$ cat src/rtl/ntc_thermistor_temperature_top_assert.svh
// ----------------------------------------------------------------------------
// NTC thermistor assertion macros
// Shared concurrent assertion forms, clocked on clk_i and quiet in reset.
// ----------------------------------------------------------------------------
`ifndef NTC_THERMISTOR_TEMPERATURE_TOP_ASSERT_SVH
`define NTC_THERMISTOR_TEMPERATURE_TOP_ASSERT_SVH

// Consequent must hold in the same cycle as the antecedent.
`define NTC_ASSERT_IMPL(lbl, ante, cons) \
  lbl: assert property (@(posedge clk_i) disable iff (!rst_ni) (ante) |-> (cons)) \
    else $error("ntc assertion failed");

// Consequent must hold in the cycle after the antecedent.
`define NTC_ASSERT_NEXT(lbl, ante, cons) \
  lbl: assert property (@(posedge clk_i) disable iff (!rst_ni) (ante) |=> (cons)) \
    else $error("ntc assertion failed");

`endif

$ cat src/rtl/ntc_pkg.sv
// ----------------------------------------------------------------------------
// NTC thermistor package
// Shared types, constants and fixed-point helpers.
// ----------------------------------------------------------------------------
package ntc_pkg;

  localparam logic [2:0] CFG_ALPHA  = 3'd0;
  localparam logic [2:0] CFG_REF    = 3'd1;
  localparam logic [2:0] CFG_COEF_A = 3'd2;
  localparam logic [2:0] CFG_COEF_B = 3'd3;
  localparam logic [2:0] CFG_COEF_C = 3'd4;
  localparam logic [2:0] CFG_OFFSET = 3'd5;
  localparam logic [2:0] CFG_PERIOD = 3'd6;

  localparam logic [63:0] LN2_Q32    = 64'd2977044472;
  localparam logic [63:0] KELVIN_Q8  = 64'd699264;
  localparam logic [63:0] TEN_Q56    = 64'd10 << 56;
  localparam logic [15:0] TEMP_SAT   = 16'h7FFF;

  typedef struct packed {
    logic        start;
    logic [63:0] a;
    logic [63:0] b;
  } op_req_t;

  typedef enum logic [4:0] {
    ST_IDLE, ST_RES_MUL, ST_RES_DIV, ST_EMA_MUL1, ST_EMA_MUL2, ST_CHECK,
    ST_NORM, ST_LOG_SQ, ST_LOG_FRAC, ST_LOG_EXP, ST_SH_L2, ST_SH_L3,
    ST_SH_BL, ST_SH_CL, ST_SH_SUM, ST_TEMP_DIV, ST_TEMP_FIN, ST_TEMP_SAT,
    ST_DONE
  } state_e;

  function automatic logic [63:0] abs64(input logic signed [63:0] x);
    return x[63] ? 64'(-x) : 64'(x);
  endfunction

  function automatic logic signed [63:0] mulq_fix(input logic [127:0] p,
                                                  input logic neg);
    logic [62:0] m;
    m = (|p[127:95]) ? {63{1'b1}} : p[94:32];
    return neg ? -$signed({1'b0, m}) : $signed({1'b0, m});
  endfunction

  function automatic logic signed [63:0] add_sat(input logic signed [63:0] a,
                                                 input logic signed [63:0] b);
    logic [64:0] s;
    s = {a[63], a} + {b[63], b};
    if (s[64] != s[63]) begin
      return s[64] ? {1'b1, 63'd0} : {1'b0, {63{1'b1}}};
    end
    return $signed(s[63:0]);
  endfunction

endpackage

$ cat src/rtl/ntc_mul.sv
// ----------------------------------------------------------------------------
// NTC shared multiplier
// Unsigned 64 x 64 product built from four 32 x 32 partial products.
// ----------------------------------------------------------------------------
module ntc_mul import ntc_pkg::*; (
  input  logic           clk_i,
  input  logic           rst_ni,
  input  op_req_t        req_i,
  output logic           done_o,
  output logic [127:0]   prod_o
);

  logic         busy_q, pv_q, done_q;
  logic [2:0]   cnt_q;
  logic [63:0]  a_q, b_q, pp_q;
  logic [1:0]   sh_q;
  logic [127:0] acc_q;
  logic [31:0]  a_half, b_half;

  assign a_half = cnt_q[1] ? a_q[63:32] : a_q[31:0];
  assign b_half = cnt_q[0] ? b_q[63:32] : b_q[31:0];

  always_ff @(posedge clk_i or negedge rst_ni) begin
    if (!rst_ni) begin
      busy_q <= 1'b0;
      pv_q   <= 1'b0;
      done_q <= 1'b0;
      cnt_q  <= '0;
    end else begin
      done_q <= 1'b0;
      if (req_i.start) begin
        busy_q <= 1'b1;
        pv_q   <= 1'b0;
        cnt_q  <= '0;
      end else if (busy_q) begin
        cnt_q <= cnt_q + 3'd1;
        pv_q  <= ~cnt_q[2];
        if (cnt_q[2]) begin
          busy_q <= 1'b0;
          done_q <= 1'b1;
        end
      end
    end
  end

  always_ff @(posedge clk_i) begin
    if (req_i.start) begin
      a_q   <= req_i.a;
      b_q   <= req_i.b;
      acc_q <= '0;
    end else if (busy_q) begin
      if (!cnt_q[2]) begin
        pp_q <= 64'(a_half) * 64'(b_half);
        sh_q <= {1'b0, cnt_q[1]} + {1'b0, cnt_q[0]};
      end
      if (pv_q) begin
        acc_q <= acc_q + (128'(pp_q) << {sh_q, 5'd0});
      end
    end
  end

  assign done_o = done_q;
  assign prod_o = acc_q;

endmodule

$ cat config.mk
export PLATFORM = sky130hd
export DESIGN_NAME = ntc_mul
export DESIGN_NICKNAME = d
export VERILOG_FILES = /design/src/rtl/ntc_thermistor_temperature_top_assert.svh /design/src/rtl/ntc_pkg.sv /design/src/rtl/ntc_mul.sv
export SDC_FILE = /design/constraint.sdc
export NUM_CORES = 2
export LEC_CHECK = 0
export ABC_CLOCK_PERIOD_IN_PS = 22000
export BUFFER_PORTS_ARGS = -buffer_cell sky130_fd_sc_hd__buf_2
export CORE_ASPECT_RATIO = 1.5
export CORE_MARGIN = 8
export CORE_UTILIZATION = 40
export CTS_BUF_LIST = sky130_fd_sc_hd__clkbuf_2 sky130_fd_sc_hd__clkbuf_4 sky130_fd_sc_hd__clkbuf_8
export CTS_CLUSTER_DIAMETER = 150
export CTS_CLUSTER_SIZE = 8
export DETAILED_ROUTE_END_ITERATION = 16
export GPL_ROUTABILITY_DRIVEN = 0
export PLACE_DENSITY = 0.56
export SYNTH_ARGS = -nofsm -noshare
export SYNTH_HDL_FRONTEND = slang
export SYNTH_SLANG_ARGS = --single-unit
$ cat constraint.sdc
create_clock -name clk_i -period 22 [get_ports clk_i]
set_clock_uncertainty 0.05 [all_clocks]
set_input_delay 4.4 -clock clk_i [delete_from_list [all_inputs] [get_ports clk_i]]
set_output_delay 4.4 -clock clk_i [all_outputs]
set_load 0.02 [all_outputs]
==> impl_metrics.tcl <==
set metrics [dict create \
    yosys.area_share.simple_pct 14.8 \
    drtPass1Iterations 6 \
    synth_top_family_by_area "adder cells" \
    coreArea_um2 131000 \
    synth_edf_count 194 \
    cts_buffer_depth 3 \
    vias 43500 \
    max_freq_mhz 96.7 \
    fin_tns_setup_ns 0 \
    fin_area_um2 56800 \
    ioPinCount 260 \
    postCtsSetupRepairBufs 0 \
    slowest_delay_ns 0.78 \
    synthXorXnorAreaFrac_pct 2.98 \
    status "completed" \
    grt_usage_pct 27.8 \
    maxCapViolCount 0 \
    grt_pass1_wl_mm 297 \
    cpMostUsedCell "fa_1" \
    reg2reg_depth 31 \
    cts_resized 0 \
    slew_viol_final 0 \
    drcViolationCount 0 \
    synth_ff_type "edfxtp_1" \
    setup_viol 0 \
    post-route-period-util_pct 47.0 \
    grt_overflow 0 \
    cp-start-kind "register" \
    hold_viol_final 0 \
    initial_core_util_pct 40.1 \
    drtIter0Drc 3721 \
    critPathSlowestCell "dfrtp_4" \
    layoutNonFillerInstCount 7776 \
    die_h_um 460 \
    antenna_found_initial 6 \
    holdPathStages 2 \
    num-fill-cells 13100 \
    portBuffers 259 \
    ys_ff_latch 328 \
    ys_types 86 \
    hpwl_mm 158 \
    finalCriticalPeriod_ns 10.34 \
    synthToLayoutAreaGrowth_pct 7.90 \
    numCtsBuffers 47 \
    holdCritPathClass "reg2reg" \
    htree_levels 2 \
    num-nets-final 7437 \
    rows 163 \
    cts_root_buf "clkbuf_8" \
    muxShareOfSynthArea_pct 3.26 \
    path_class "reg2reg" \
    die-area_um2 144000 \
    placed_area_um2 55900 \
    postSynthAreaPerCell_um2 8.89 \
    ant_nets 0 \
    syn-instance-count 5917 \
    syn_nets 7336 \
    cp_data_arrival_time_ns 10.78 \
    worst_pin_slew_ns 1.09 \
    grt_setup_unrepaired "false" \
    hold_buffers 0 \
    crit_required_ns 22.45 \
    netlist_area_um2 52600 \
    final_cell_mix "inv_1, fa_1, nand2_1" \
    worstSkewPairLatency_ns 0.74 \
    synthArstFlopShare_pct 1.83 \
    chipWidth_um 312 \
    synth_compound_gate_area_share_pct 10.5 \
    wire_per_inst_um 26.2 \
    ys_seq_area_share_pct 16.2 \
    placed_cells_incl_taps 7701 \
    cts_tree "done" \
    ys_warn_count 0 \
    grt_pass1_vias 45700 \
    post-route-util_pct 43.3 \
    viasPerCell 5.60 \
    grt_max_degree 77 \
    wl_mm 204 \
    clkTransAtPathRegs_ns 0.07 \
    relSlewSlack_pct 26.0 \
    path_max_fanout 39 \
    synthAdderAreaFrac_pct 43.4 \
    clkSinkCount 328 \
    drive_above_1_share_pct 9.50 \
    layout_commonest_cell "inv_1" \
    end_kind "register" \
]
-- cell usage after synthesis (all sizes together), types with 36 or more instances --
cell type	number	area, µm²
xor2	65	569
nor2b	51	319
mux2	65	732
edfxtp	194	5830
a21o	106	796
a21oi	330	1670
a22o	37	324
nor3	36	195
and2	43	269
nor2	745	2800
inv	932	3500
nand2	804	3020
o21bai	50	375
o21ai	179	907
buf	43	188
dfxtp	128	2560
clkbuf	248	933
mux2i	98	981
xnor2	114	998
nand4	67	419
fa	897	18000
ha	391	4890
-- metrics by stage --
step / hold slack [ns] / setup WS, ns
global placement: 0.406 / 11.81
CTS: 0.427 / 11.72
detailed placement: 0.418 / 11.66
floorplan: 0.476 / 11.71
finish: 0.424 / 11.66
global route: 0.442 / 11.29
-- registers in the layout, indices dropped and copies added (netlist names), 2 cells and up --
| register | count |
|---|---|
| a_q | 64 |
| b_q | 64 |
| cnt_q | 3 |
| pp_q | 64 |
| prod_o | 128 |
| sh_q | 2 |
-- per-layer routing --
| metal | vias to the layer above | track usage [%] | routed length, µm |
|---|---|---|---|
| li1 | 19000 | - | - |
| met1 | 21700 | 31.9 | 73300 |
| met2 | 2220 | 46.6 | 95400 |
| met3 | 659 | 5.31 | 16600 |
| met4 | 2 | 20.1 | 18300 |
| met5 | - | 0 | 13 |
-- area by class of cell --
type	count	area, µm²	area share, %
Tap cell	1732	2170	3.82
Multi-Input combinational cell	4366	39700	70.0
Timing Repair Buffer	343	1940	3.41
Inverter	932	3500	6.16
Clock buffer	68	817	1.44
Sequential cell	328	8550	15.1
Antenna cell	3	7.51	0.0132
Clock inverter	4	61.3	0.108
-- worst paths after layout --
| path | to | startpoint | slack, ns |
|---|---|---|---|
| worst max-delay path | pp_q[62] | cnt_q[0] | 11.66 |
| worst min-delay path | prod_o[30] | prod_o[30] | 0.42 |
| worst max register to register | pp_q[62] | cnt_q[0] | 11.66 |
| worst min register to register | prod_o[30] | prod_o[30] | 0.42 |
| max in group asynchronous | cnt_q[1] | rst_ni | 18.01 |
| min in group asynchronous | done_o | rst_ni | 3.52 |
-- worst max-delay path: cells and delay by family, from the launching register on --
kind | cells | cell delay (ns)
simple gates | 2 | 0.31
compound gates | 10 | 2.65
xor+xnor | 1 | 0.07
flops | 1 | 0.78
buf+inv | 8 | 1.35
mux | 1 | 0.57
fa+ha+maj | 9 | 4.30
-- cells by family (layout without fill, tap and decap cells) --
kind of cell	Yosys count	after routing
buffers and inverters	1223	1347
DFF	328	328
AOI/OAI and AO/OA	868	868
adders and majority gates	1288	1288
xor gates and xnor gates	179	179
muxes	163	163
and+or+nand+nor	1868	1868
other	0	3
Power is left out: the tool's default activity adds up to more than one toggle a clock period on the data nets, which glitch-free logic cannot reach.
