[config.mk]
export PLATFORM = sky130hd
export DESIGN_NAME = ntc_div
export DESIGN_NICKNAME = d
export VERILOG_FILES = /design/src/rtl/ntc_thermistor_temperature_top_assert.svh /design/src/rtl/ntc_pkg.sv /design/src/rtl/ntc_div.sv
export SDC_FILE = /design/constraint.sdc
export NUM_CORES = 1
export LEC_CHECK = 0
export ABC_AREA = 1
export BUFFER_PORTS_ARGS = -buffer_cell sky130_fd_sc_hd__buf_4
export CORE_MARGIN = 3
export CORE_UTILIZATION = 40
export DETAILED_ROUTE_END_ITERATION = 16
export GPL_TIMING_DRIVEN = 1
export HOLD_SLACK_MARGIN = 0.02
export SYNTH_ARGS = -nofsm -noshare
export SYNTH_HDL_FRONTEND = slang
export SYNTH_SLANG_ARGS = --single-unit
[constraint.sdc]
create_clock -name clk_i -period 7 [get_ports clk_i]
set_input_delay 0.7 -clock clk_i [delete_from_list [all_inputs] [get_ports clk_i]]
set_output_delay 0.7 -clock clk_i [all_outputs]
set_load 0.005 [all_outputs]
[src/rtl/ntc_thermistor_temperature_top_assert.svh]
// ----------------------------------------------------------------------------
// NTC thermistor assertion macros
// Shared concurrent assertion forms, clocked on clk_i and quiet in reset.
// ----------------------------------------------------------------------------
`ifndef NTC_THERMISTOR_TEMPERATURE_TOP_ASSERT_SVH
`define NTC_THERMISTOR_TEMPERATURE_TOP_ASSERT_SVH

// Consequent must hold in the same cycle as the antecedent.
`define NTC_ASSERT_IMPL(lbl, ante, cons) \
  lbl: assert property (@(posedge clk_i) disable iff (!rst_ni) (ante) |-> (cons)) \
    else $error("ntc assertion failed");

// Consequent must hold in the cycle after the antecedent.
`define NTC_ASSERT_NEXT(lbl, ante, cons) \
  lbl: assert property (@(posedge clk_i) disable iff (!rst_ni) (ante) |=> (cons)) \
    else $error("ntc assertion failed");

`endif

[src/rtl/ntc_pkg.sv]
// ----------------------------------------------------------------------------
// NTC thermistor package
// Shared types, constants and fixed-point helpers.
// ----------------------------------------------------------------------------
package ntc_pkg;

  localparam logic [2:0] CFG_ALPHA  = 3'd0;
  localparam logic [2:0] CFG_REF    = 3'd1;
  localparam logic [2:0] CFG_COEF_A = 3'd2;
  localparam logic [2:0] CFG_COEF_B = 3'd3;
  localparam logic [2:0] CFG_COEF_C = 3'd4;
  localparam logic [2:0] CFG_OFFSET = 3'd5;
  localparam logic [2:0] CFG_PERIOD = 3'd6;

  localparam logic [63:0] LN2_Q32    = 64'd2977044472;
  localparam logic [63:0] KELVIN_Q8  = 64'd699264;
  localparam logic [63:0] TEN_Q56    = 64'd10 << 56;
  localparam logic [15:0] TEMP_SAT   = 16'h7FFF;

  typedef struct packed {
    logic        start;
    logic [63:0] a;
    logic [63:0] b;
  } op_req_t;

  typedef enum logic [4:0] {
    ST_IDLE, ST_RES_MUL, ST_RES_DIV, ST_EMA_MUL1, ST_EMA_MUL2, ST_CHECK,
    ST_NORM, ST_LOG_SQ, ST_LOG_FRAC, ST_LOG_EXP, ST_SH_L2, ST_SH_L3,
    ST_SH_BL, ST_SH_CL, ST_SH_SUM, ST_TEMP_DIV, ST_TEMP_FIN, ST_TEMP_SAT,
    ST_DONE
  } state_e;

  function automatic logic [63:0] abs64(input logic signed [63:0] x);
    return x[63] ? 64'(-x) : 64'(x);
  endfunction

  function automatic logic signed [63:0] mulq_fix(input logic [127:0] p,
                                                  input logic neg);
    logic [62:0] m;
    m = (|p[127:95]) ? {63{1'b1}} : p[94:32];
    return neg ? -$signed({1'b0, m}) : $signed({1'b0, m});
  endfunction

  function automatic logic signed [63:0] add_sat(input logic signed [63:0] a,
                                                 input logic signed [63:0] b);
    logic [64:0] s;
    s = {a[63], a} + {b[63], b};
    if (s[64] != s[63]) begin
      return s[64] ? {1'b1, 63'd0} : {1'b0, {63{1'b1}}};
    end
    return $signed(s[63:0]);
  endfunction

endpackage

[src/rtl/ntc_div.sv]
// ----------------------------------------------------------------------------
// NTC serial divider
// Unsigned 64 / 64 restoring division, one quotient bit per cycle.
// ----------------------------------------------------------------------------
module ntc_div import ntc_pkg::*; (
  input  logic        clk_i,
  input  logic        rst_ni,
  input  op_req_t     req_i,
  output logic        done_o,
  output logic [63:0] quot_o
);

  logic        busy_q, done_q;
  logic [5:0]  cnt_q;
  logic [64:0] rem_q, rem_sh;
  logic [63:0] q_q, dvs_q;
  logic        fits;

  assign rem_sh = {rem_q[63:0], q_q[63]};
  assign fits   = rem_sh >= {1'b0, dvs_q};

  always_ff @(posedge clk_i or negedge rst_ni) begin
    if (!rst_ni) begin
      busy_q <= 1'b0;
      done_q <= 1'b0;
      cnt_q  <= '0;
    end else begin
      done_q <= 1'b0;
      if (req_i.start) begin
        busy_q <= 1'b1;
        cnt_q  <= '0;
      end else if (busy_q) begin
        cnt_q <= cnt_q + 6'd1;
        if (&cnt_q) begin
          busy_q <= 1'b0;
          done_q <= 1'b1;
        end
      end
    end
  end

  always_ff @(posedge clk_i) begin
    if (req_i.start) begin
      rem_q <= '0;
      q_q   <= req_i.a;
      dvs_q <= req_i.b;
    end else if (busy_q) begin
      rem_q <= fits ? rem_sh - {1'b0, dvs_q} : rem_sh;
      q_q   <= {q_q[62:0], fits};
    end
  end

  assign done_o = done_q;
  assign quot_o = q_q;

endmodule

==> summary.txt, run 1 <==
Placement
  – Setup slack after placement: 3.47 ns
  – Total placed instance area: 0.0161 mm²
  – Routability-driven placement congestion ratio: 0.987
  – Number of buffer cells added on primary ports: 195
  – Post-detail-place hpwl: 36,300 µm

Yosys
  – Combinational family with the most area after synthesis: simple AND/OR/NAND/NOR gates
  – Average size of a mapped cell: 6.61 µm²
  – Leading cell types by total area after synthesis: edfxtp_1 27%, nand2_1 24%, inv_1 11%, dfxtp_1 8.9%, ha_1 5.7%
  – FFs w/ async S/R, synth: 4.00%
  – Yosys warning total: 0
  – Primary flip-flop cell chosen by synthesis mapping: edfxtp_1
  – Count of flip-flops with a built-in enable after synthesis: 128
  – Fraction of the mapped netlist area in simple logic gates: 37.5%
  – Fraction of post-synthesis cell area in the top cell type by area: 26.8%
  – Net count after synthesis: 2,368
  – Flip-flop and latch count after synthesis: 200
  – Multiplexer share of the synthesized area: 0%
  – XOR/XNOR Fraction of Synth Area: 1.89%
  – Library cells used by synthesis: 41
  – Post-synthesis sequential area ratio: 37.1%
  – Dominant cell type by area after synthesis: edfxtp_1
  – Gate Count Post-Synth: 2,171
  – Synthesized cell area: 0.0143 mm²
  – Compound-gate portion of the synthesized area: 4.20%
  – Fraction of the mapped netlist area in adder cells: 5.81%

STA
  – Minimum setup slack in the final design: 3.44 ns
  – Final Hold Slack: 0.394 ns
  – Layout Skew: 0.0171 ns
  – Final slew viol count: 0
  – Ratio of final minimum period to clock period: 50.8%
  – Tightest slew margin relative to the limit: 39.1%
  – Final Critical Period: 3.56 ns
  – Worst Max-Slew Pin Slew: 0.913 ns
  – RSZ-0062 raised after global routing: no
  – Hold Violations, Final: 0
  – Final setup violation count: 0
  – Accumulated negative setup slack: 0 ns
  – Maximum clock frequency: 281 MHz

Flow run
  – Max-Cap Viols: 0

Worst setup path
  – Startpoint type of the worst setup path: flop
  – Worst-path maximum fanout: 66
  – Worst Path Required: 7.41 ns
  – Critical path capture point type: flop
  – Arrival time of the worst setup path: 3.97 ns
  – Classification of the worst setup path: reg -> reg

GRT
  – Number of global-route vias before repair: 13,100
  – Maximum number of pins on one net before global-route repair: 77
  – Total routing usage reported by global routing: 24.0%
  – Initial antenna violation count: 0
  – First-pass GRT wire length: 72,300 µm
  – Gr ovfl total: 0

Floorplanning
  – Initial core utilization: 41.0%
  – Number of placement rows: 68
  – IO Pins: 196
  – DIE HEIGHT: 195 µm
  – Core area: 0.0350 mm²
  – Die outline width: 195 µm
  – Die area: 0.0382 mm²

Power and ir drop
  – Highest ir drop seen on vdd: 194 µV
  – Design Power: 2830 µW
  – Power per standard cell area: 169 mW/mm²
  – Leakage power: 0.00924 µW

Detailed routing
  – Post-detailed-route count of antenna-violating nets: 0
  – Total number of vias: 13,500
  – Count of unresolved DRC violations after routing: 0
  – Per-cell via count in the routed design: 4.80
  – Count of routing violations after the opening detailed-route iteration: 779
  – Detailed-router iteration count before antenna repair: 6
  – Average wire per cell in the routed design: 16.3 µm
  – Routed WL: 45,900 µm

Worst hold path
  – Path type of the worst min-delay path: in -> reg

Cells and area
  – Fraction of layout cells with a size suffix above 1: 12.4%
  – Final standard cell area without fillers: 0.0168 mm²
  – Diode count: 0
  – Post-layout nets: 2,542
  – Number of fill cells: 3,679
  – Layout overhead on the synthesized area: 16.8%

Clock tree
  – Number of gates given a new drive strength after cts: 0
  – Clock tree from TritonCTS: built
  – Total clock sinks: 200
  – Longest Clk Path Bufs: 2
  – Number of levels the H-tree was split into: 4
  – Clk pin slew, worst setup/hold paths: 0.08 ns
  – Root cell of the clock tree: clkbuf_16
  – Clock Latency Late Sink: 0.48 ns
  – Number of buffers created by CTS: 17

Status
  – Outcome: complete, no violations
## placed cells by master (no fill, tap or decap), drive strengths merged, types with 2 or more instances in the layout
master | Yosys | routed
a21oi | 51 | 51
dfxtp | 64 | 64
or2 | 2 | 2
clkbuf | 23 | 18
inv | 433 | 439
and2 | 4 | 4
xor2 | 3 | 3
nand3 | 151 | 151
nand4 | 16 | 16
buf | 25 | 202
nand3b | 37 | 37
ha | 65 | 65
nor3 | 14 | 14
xnor2 | 28 | 28
dfrtp | 8 | 8
clkinv | 2 | 8
edfxtp | 128 | 128
o21bai | 9 | 9
bufinv | 0 | 2
nand2 | 933 | 933
nor2 | 121 | 121
o21ai | 46 | 46
## state kept, by name, indices dropped and copies added (netlist names)
register	count
rem_q	64
quot_o	64
busy_q	1
dvs_q	64
done_o	1
cnt_q	6
## through the flow
step / utilization [%] / std cells
CTS: 47.9 / 2813
finish: 47.9 / 2813
floorplan: - / 2171
global route: 47.9 / 2813
detailed placement: 46.2 / 2780
global placement: 46.2 / 2780
## synthesized netlist by cell type, types with 4 or more instances
master,instances
nand4_1,16
nor2_2,15
buf_4,6
nand2_2,18
dfrtp_1,8
o21ai_1,18
edfxtp_1,128
o21ai_0,27
buf_2,6
dfxtp_1,64
nand3_1,143
nor2_4,4
nand3_2,8
buf_6,12
inv_2,5
clkbuf_1,23
inv_1,428
nand3b_1,37
nand2_1,913
and2_1,4
a21oi_1,51
o21bai_1,9
xnor2_1,28
nor3_1,12
nor2_1,102
ha_1,65
## final cells by class
| type | instances | area (µm²) | area share [%] |
|---|---|---|---|
| sequential | 200 | 5330 | 31.8 |
| inverter | 435 | 1630 | 9.75 |
| clock buffer | 18 | 429 | 2.56 |
| timing repair buffer | 203 | 1530 | 9.11 |
| multi-input combinational | 1488 | 7100 | 42.4 |
| clock inverter | 14 | 179 | 1.07 |
| tap | 455 | 569 | 3.40 |
## metal layers
| layer | GRT usage [%] | wire length, µm | up-vias | part of all wire, % |
|---|---|---|---|---|
| met2 | 38.9 | 20700 | 325 | 45 |
| met4 | 4.54 | 569 | 0 | 1.2 |
| met3 | 5.80 | 2910 | 30 | 6.3 |
| met1 | 33.0 | 21700 | 6178 | 47 |
| li1 | - | - | 6980 | - |
| met5 | 0 | 0 | - | 0 |
## logic make-up after synthesis
| logic type | after synthesis |
|---|---|
| AO/OA/AOI/OAI | 112 |
| AND/OR/NAND/NOR | 1279 |
| XOR/XNOR | 31 |
| flip-flops | 200 |
| adder cells (fa/ha/maj) | 66 |
| buffers and inverters | 483 |
## power by group
| part | switching [µW] | total [µW] | internal [µW] |
|---|---|---|---|
| registers | 36.4 | 1370 | 1330 |
| logic | 235 | 413 | 178 |
| clock network | 507 | 1050 | 544 |
## final timing paths
check / from / endpoint / slack (ns) / cells after the start
max: dvs_q[28] / rem_q[52] / 3.44 / 18
min: req_i[28] / dvs_q[28] / 0.39 / 1
max reg2reg: dvs_q[28] / rem_q[52] / 3.44 / 18
min reg2reg: rem_q[33] / rem_q[33] / 0.47 / 2
max in group asynchronous: rst_ni / cnt_q[2] / 6.28 / 2
min in group asynchronous: rst_ni / cnt_q[0] / 0.58 / 2
## worst max-delay path, stage by stage, from the launching register on
cell and delay, ns:
edfxtp_1 0.34, inv_1 0.04, ha_1 0.33, nand2_1 0.16, inv_1 0.05, nand2_1 0.06
nand3_1 0.13, nand2_1 0.09, nand2_1 0.09, inv_1 0.07, nand2_1 0.08, inv_2 0.08
nand2_2 0.07, nand2_4 0.05, buf_4 0.62, nand2_4 0.64, nand3_1 0.38, nand2_1 0.09
nand2_1 0.05
## what timing repair did
| item | in CTS | in global routing |
|---|---|---|
| hold buffers | 1 | 0 |
| setup endpoints to repair | 0 | 0 |
| hold endpoints to repair | 6 | 0 |
| setup buffers | 0 | 0 |
(Power assumes the default switching activity.)
==> run 2: changes to the inputs <==
- clock period: 7 -> 2.9 ns (I/O delays scaled with it)
==> run 2 against run 1 <==
Register-to-register slack got worse by 3.2 ns. Die area unchanged. Global-route usage increased by 0.71 points. Wire length increased by 2.5%. Sequential power increased by 140%. Hold slack got worse by 0.30 ns. Sequential share of layout area decreased by 1.5 points. Clock power increased by 140%.
==> summary.txt, run 2 (synthesis gave the netlist of run 1 again) <==
STA
  – Worst Max-Slew Pin Slew: 0.608 ns (-0.305 ns)
  – Maximum clock frequency: 369 MHz (+31%)
  – Layout Skew: 0.0191 ns (+0.00197 ns)
  – Final slew viol count: 0 (unchanged)
  – Final Hold Slack: 0.0971 ns (-0.297 ns)
  – Final Critical Period: 2.71 ns (-0.851 ns)
  – Ratio of final minimum period to clock period: 93.3% (+43 points)
  – Accumulated negative setup slack: 0 ns (unchanged)
  – Hold Violations, Final: 0 (unchanged)
  – Final setup violation count: 0 (unchanged)
  – RSZ-0062 raised after global routing: yes
  – Tightest slew margin relative to the limit: 59.4% (+20 points)

Worst setup path
  – Classification of the worst setup path: reg -> reg
  – Critical-path top delay cell: ha_1
  – Worst-path cell chain: inv_1 > ha_1 > nand2_1 > inv_1 > nand2_1 > nand2_1 > nand2_1 > nand3_2 > nand2_2 > nand2_2 > nand2_2 > nand2_2 > nand2_4 > nand2_4 > buf_4 > nand2_1 > nand3_1 > o21ai_0
  – Crit-path most repeated cell: nand2_1
  – Delay of the slowest cell on the worst path: 0.42 ns (-0.22 ns)
  – Worst Path Required: 3.24 ns (-4.17 ns)
  – Arrival time of the worst setup path: 3.04 ns (-0.93 ns)
  – Worst-path maximum fanout: 11 (-83%)
  – Startpoint type of the worst setup path: flop
  – Critical path capture point type: flop

GRT
  – Gr ovfl total: 0 (unchanged)
  – Total routing usage reported by global routing: 24.7% (+0.71 points)
  – Maximum number of pins on one net before global-route repair: 66 (-14%)
  – Initial antenna violation count: 0 (unchanged)
  – First-pass GRT wire length: 74,600 µm (+3.1%)
  – Number of global-route vias before repair: 13,900 (+5.8%)

Detailed routing
  – Per-cell via count in the routed design: 4.85 (+0.94%)
  – Detailed-router iteration count before antenna repair: 6 (unchanged)
  – Average wire per cell in the routed design: 16.3 µm (-0.32%)
  – Count of unresolved DRC violations after routing: 0 (unchanged)
  – Post-detailed-route count of antenna-violating nets: 0 (unchanged)
  – Count of routing violations after the opening detailed-route iteration: 884 (+13%)
  – Total number of vias: 14,000 (+3.8%)
  – Routed WL: 47,100 µm (+2.5%)

Cells and area
  – Post-layout nets: 2,623 (+3.2%)
  – Most frequent cells in the layout: 911 x nand2_1, 427 x inv_1, 214 x buf_4
  – Diode count: 0 (unchanged)
  – Fraction of layout cells with a size suffix above 1: 12.9% (+0.45 points)
  – Layout overhead on the synthesized area: 22.7%
  – Post-Layout Cell Count: 2,894 (+2.9%)
  – Most frequent standard cell in the layout excluding fill and tap cells: nand2_1

Power and ir drop
  – Power per standard cell area: 394 mW/mm² (+130%)
  – Leakage power: 0.00960 µW (+3.9%)
  – Highest ir drop seen on vdd: 388 µV (+100%)
  – Design Power: 6930 µW (+140%)

Clock tree
  – Clock tree from TritonCTS: built
  – Total clock sinks: 200 (unchanged)
  – Clk pin slew, worst setup/hold paths: 0.08 ns (about the same)
  – Number of buffers created by CTS: 17 (unchanged)
  – Number of levels the H-tree was split into: 4 (unchanged)
  – Post-CTS setup-driven buffer insertion count: 0 (unchanged)
  – Clock Latency Late Sink: 0.46 ns (-0.02 ns)
  – Longest Clk Path Bufs: 2 (unchanged)
  – Root cell of the clock tree: clkbuf_16

Floorplanning
  – Die outline width: 195 µm (unchanged)
  – Initial core utilization: 41.0% (unchanged)
  – IO Pins: 196 (unchanged)
  – Die area: 0.0382 mm² (unchanged)
  – Number of placement rows: 68 (unchanged)
  – Core area: 0.0350 mm² (unchanged)
  – DIE HEIGHT: 195 µm (unchanged)

Placement
  – Routability-driven placement congestion ratio: 0.996 (+0.95%)
  – Post-detail-place hpwl: 37,400 µm (+3.1%)
  – Number of buffer cells added on primary ports: 195 (unchanged)
  – Post-Place Cells: 2,797 (+0.61%)

Worst hold path
  – Path type of the worst min-delay path: in -> reg

Status
  – Outcome: complete, no violations

Flow run
  – Max-Cap Viols: 0 (unchanged)
==> run 2: changes by cell type in the layout (fill, tap and decap cells not counted), moves of 2 or more <==
| cell | change |
|---|---|
| nor2_1 | -3 |
| dlygate4sd3_1 | +64 |
| nor2_2 | +2 |
| buf_4 | +12 |
| nand2_2 | +2 |
| clkinv_2 | -3 |
| nand2_1 | -2 |
| buf_12 | +3 |
==> run 2: stage by stage <==
| stage | util [%] | setup WS (ns) | cell area (µm²) |
|---|---|---|---|
| floorplan | - | 0.692 | 14300 |
| global placement | 46.6 | 0.103 | 16300 |
| detailed placement | 46.6 | 0.0891 | 16300 |
| CTS | 50.3 | 0.0557 | 17600 |
| global route | 50.4 | -0.00457 | 17600 |
| finish | 50.4 | 0.193 | 17600 |
==> run 2: path summary, 6_finish.rpt <==
kind / slack (ns) / end / cells past startpoint / from
worst max-delay path: 0.19 / rem_q[11] / 18 / dvs_q[3]
worst min-delay path: 0.1 / quot_o[32] / 3 / req_i[96]
worst max register to register: 0.19 / rem_q[11] / 18 / dvs_q[3]
worst min register to register: 0.47 / rem_q[39] / 2 / rem_q[39]
max in group asynchronous: 2.57 / cnt_q[1] / 2 / rst_ni
min in group asynchronous: 0.20 / done_o / 2 / rst_ni
==> run 2: report_power, final <==
group          internal, µW  switching, µW
clock network          1320           1230
logic                   495            586
registers              3210           88.2
==> run 2: metal layers <==
| layer | routed length [µm] | track usage (%) | vias to the layer above |
|---|---|---|---|
| met1 | 22100 | 34.1 | 6463 |
| met3 | 2900 | 4.81 | 38 |
| met5 | 0 | 0 | - |
| met2 | 21200 | 39.8 | 392 |
| li1 | - | - | 7140 |
| met4 | 891 | 6.63 | 0 |
==> run 2: timing repair <==
item | CTS | global route
setup endpoints to repair | 0 | 59
gates resized for setup | 0 | 10
hold buffers | 65 | 0
endpoints found under the hold margin | 72 | 0
==> run 2: cell type report <==
class                   instances  area, µm²
repair buffers                284       2340
flip-flops and latches        200       5330
clock inverters                14        189
clock buffers                  18        429
multi-input cells            1488       7120
fillers                      3605      17400
inverters                     435       1630
well taps                     455        569
==> run 2: worst max-delay path: cells and delay by family (launching register included) <==
family	cells	cell delay [ns]
AOI/OAI and AO/OA	1	0.07
adders and majority gates	1	0.42
buffers and inverters	3	0.39
DFF	1	0.33
and+or+nand+nor	13	1.36
==> run 3: changes to the inputs <==
- CELL_PAD_IN_SITES_DETAIL_PLACEMENT: default -> 0
- CELL_PAD_IN_SITES_GLOBAL_PLACEMENT: default -> 1
- CORE_UTILIZATION: 40 -> 38
- PLACE_DENSITY_LB_ADDON: default -> 0.1
==> run 3 against run 2 <==
Non-clock buffer count is 13 higher. Hold slack got worse by 0.016 ns. Global-route usage shrank 1.1 points. Sequential cell count is the same. Clock power is 6% lower.
==> summary.txt, run 3 (synthesis gave the netlist of run 1 again) <==
Detailed routing
  – Count of routing violations after the opening detailed-route iteration: 863 (-2.4%)
  – Total number of vias: 13,700 (-2.4%)
  – Average wire per cell in the routed design: 16.1 µm (-1.0%)
  – Count of unresolved DRC violations after routing: 0 (unchanged)
  – Per-cell via count in the routed design: 4.63 (-4.4%)
  – Post-detailed-route count of antenna-violating nets: 0 (unchanged)
  – Routed WL: 47,600 µm (+1.1%)
  – Detailed-router iteration count before antenna repair: 5 (-1)

GRT
  – Initial antenna violation count: 0 (unchanged)
  – Gr ovfl total: 0 (unchanged)
  – First-pass GRT wire length: 74,800 µm (+0.29%)
  – Total routing usage reported by global routing: 23.6% (-1.1 points)
  – Maximum number of pins on one net before global-route repair: 122 (+85%)
  – Number of global-route vias before repair: 13,500 (-3.1%)

STA
  – RSZ-0062 raised after global routing: no
  – Minimum setup slack in the final design: 0.198 ns (+0.00440 ns)
  – Final Critical Period: 2.70 ns (-0.00440 ns)
  – Worst Max-Slew Pin Slew: 0.739 ns (+0.132 ns)
  – Final slew viol count: 0 (unchanged)
  – Final setup violation count: 0 (unchanged)
  – Accumulated negative setup slack: 0 ns (unchanged)
  – Ratio of final minimum period to clock period: 93.2% (-0.15 points)
  – Tightest slew margin relative to the limit: 50.7% (-8.7 points)
  – Maximum clock frequency: 370 MHz (+0.16%)
  – Hold Violations, Final: 0 (unchanged)
  – Layout Skew: 0.0143 ns (-0.00481 ns)

Worst setup path
  – Classification of the worst setup path: reg -> reg
  – Delay of the slowest cell on the worst path: 0.35 ns (-0.07 ns)
  – Worst-path cell chain: inv_1 > ha_1 > nand2_1 > nor2_2 > nand2_1 > nor2_1 > nand3_1 > o21ai_2 > nor2_4 > nand2_4 > buf_12 > nand3_1 > nand2_1 > nand2_1
  – Startpoint of the lowest-slack register-to-register path: dvs_q[49]
  – Flop2flop setup slack: 0.20 ns (about the same)
  – Startpoint type of the worst setup path: flop
  – End of the worst register-to-register path: rem_q[61]
  – Critical path capture point type: flop
  – Arrival time of the worst setup path: 3.07 ns (+0.03 ns)
  – Worst Path Required: 3.27 ns (+0.03 ns)
  – Critical-path top delay cell: ha_1
  – Crit-path most repeated cell: nand2_1
  – Worst reg-to-reg path cell count: 14 (-4)
  – Worst-path maximum fanout: 21 (+10)

Worst hold path
  – Min-Delay Startpoint: req_i[111]
  – Path type of the worst min-delay path: in -> reg
  – Worst hold path depth: 3 (unchanged)
  – Worst hold endpoint: quot_o[47]

Floorplanning
  – Core area: 0.0369 mm² (+5.4%)
  – Number of placement rows: 70 (+2.9%)
  – Initial core utilization: 38.9% (-2.1 points)
  – Die area: 0.0401 mm² (+5.1%)
  – Die outline width: 200 µm (+2.5%)
  – DIE HEIGHT: 200 µm (+2.5%)
  – IO Pins: 196 (unchanged)

Placement
  – Routability-driven placement congestion ratio: 0.948 (-4.8%)
  – Setup slack after placement: 0.173 ns (+0.0835 ns)
  – Post-detail-place hpwl: 37,800 µm (+1.0%)
  – Number of buffer cells added on primary ports: 195 (unchanged)
  – Post-Place Cells: 2,859 (+2.2%)

Cells and area
  – Post-Layout Cell Count: 2,956 (+2.1%)
  – Most frequent cells in the layout: 911 x nand2_1, 427 x inv_1, 226 x buf_4
  – Diode count: 0 (unchanged)
  – Most frequent standard cell in the layout excluding fill and tap cells: nand2_1
  – Post-layout nets: 2,636 (+0.50%)
  – Final core utilization: 48.1% (-2.3 points)
  – Fraction of layout cells with a size suffix above 1: 13.3% (+0.42 points)
  – Layout overhead on the synthesized area: 23.6%

Clock tree
  – Clk pin slew, worst setup/hold paths: 0.08 ns (about the same)
  – Root cell of the clock tree: clkbuf_16
  – Longest Clk Path Bufs: 2 (unchanged)
  – Clock tree from TritonCTS: built
  – Number of buffers created by CTS: 17 (unchanged)
  – Clock Latency Late Sink: 0.47 ns (about the same)
  – Total clock sinks: 200 (unchanged)
  – Number of levels the H-tree was split into: 4 (unchanged)

Power and ir drop
  – Leakage power: 0.00965 µW (+0.57%)
  – Design Power: 6780 µW (-2.2%)
  – Power per standard cell area: 382 mW/mm² (-2.9%)
  – Highest ir drop seen on vdd: 453 µV (+17%)

Flow run
  – Max-Cap Viols: 0 (unchanged)

Status
  – Outcome: complete, no violations
run 3: changes by cell type in the layout (fill, tap and decap cells not counted), sizes merged:
cell    before  now
buf        219  232
clkbuf      18   21
bufinv       2    0
clkinv       8    6
inv        438  439
run 3: timing repair:
item | 4_1_cts | 5_1_grt
setup endpoints to repair | 0 | 25
gates resized for setup | 0 | 6
hold buffers | 65 | 0
buffers inserted | 0 | 0
hold endpoints to repair | 72 | 0
run 3: worst max-delay path: cells and delay by family (launching register included):
kind / cells / cell delay, ns
buffers and inverters: 2 / 0.25
DFF: 1 / 0.33
and+or+nand+nor: 10 / 1.44
adders and majority gates: 1 / 0.35
AOI/OAI and AO/OA: 1 / 0.22
run 3: where the power goes:
group / total (µW) / switching, µW / internal [µW]
combinational: 1100 / 592 / 508
clock: 2390 / 1180 / 1200
sequential: 3290 / 79.2 / 3210
run 3: layout make-up:
| class | count | area, µm² |
|---|---|---|
| Clock buffer | 21 | 472 |
| Clock inverter | 11 | 104 |
| Fill cell | 3889 | 19100 |
| Inverter | 435 | 1630 |
| Multi-Input combinational cell | 1488 | 7110 |
| Sequential cell | 200 | 5330 |
| Tap cell | 504 | 631 |
| Timing Repair Buffer | 297 | 2450 |
run 3: how the worst max path moves through the flow:
stage,from,slack (ns),to
after CTS,quot_o[63],0.15,rem_q[34]
after detailed placement,dvs_q[3],0.17,rem_q[17]
after global routing,dvs_q[7],0.03,rem_q[61]
final,dvs_q[49],0.20,rem_q[61]
after global placement,dvs_q[15],0.19,rem_q[61]
after floorplan,busy_q,0.69,quot_o[0]
run 3: metrics by stage:
| step | hold slack [ns] | instance area, µm² |
|---|---|---|
| 5_1_grt | 0.0607 | 17700 |
| 2_1_floorplan | -0.00559 | 14300 |
| 6_report | 0.0810 | 17700 |
| 3_5_place_dp | 0.117 | 16500 |
| 3_3_place_gp | 0.117 | 16500 |
| 4_1_cts | 0.0531 | 17700 |
run 3: metal layers:
metal	track usage, %	wire length [µm]	up-vias
met1	33.7	23500	6227
met4	4.94	680	0
met3	4.76	2380	29
met2	37.3	21000	286
met5	0	0	-
li1	-	-	7158
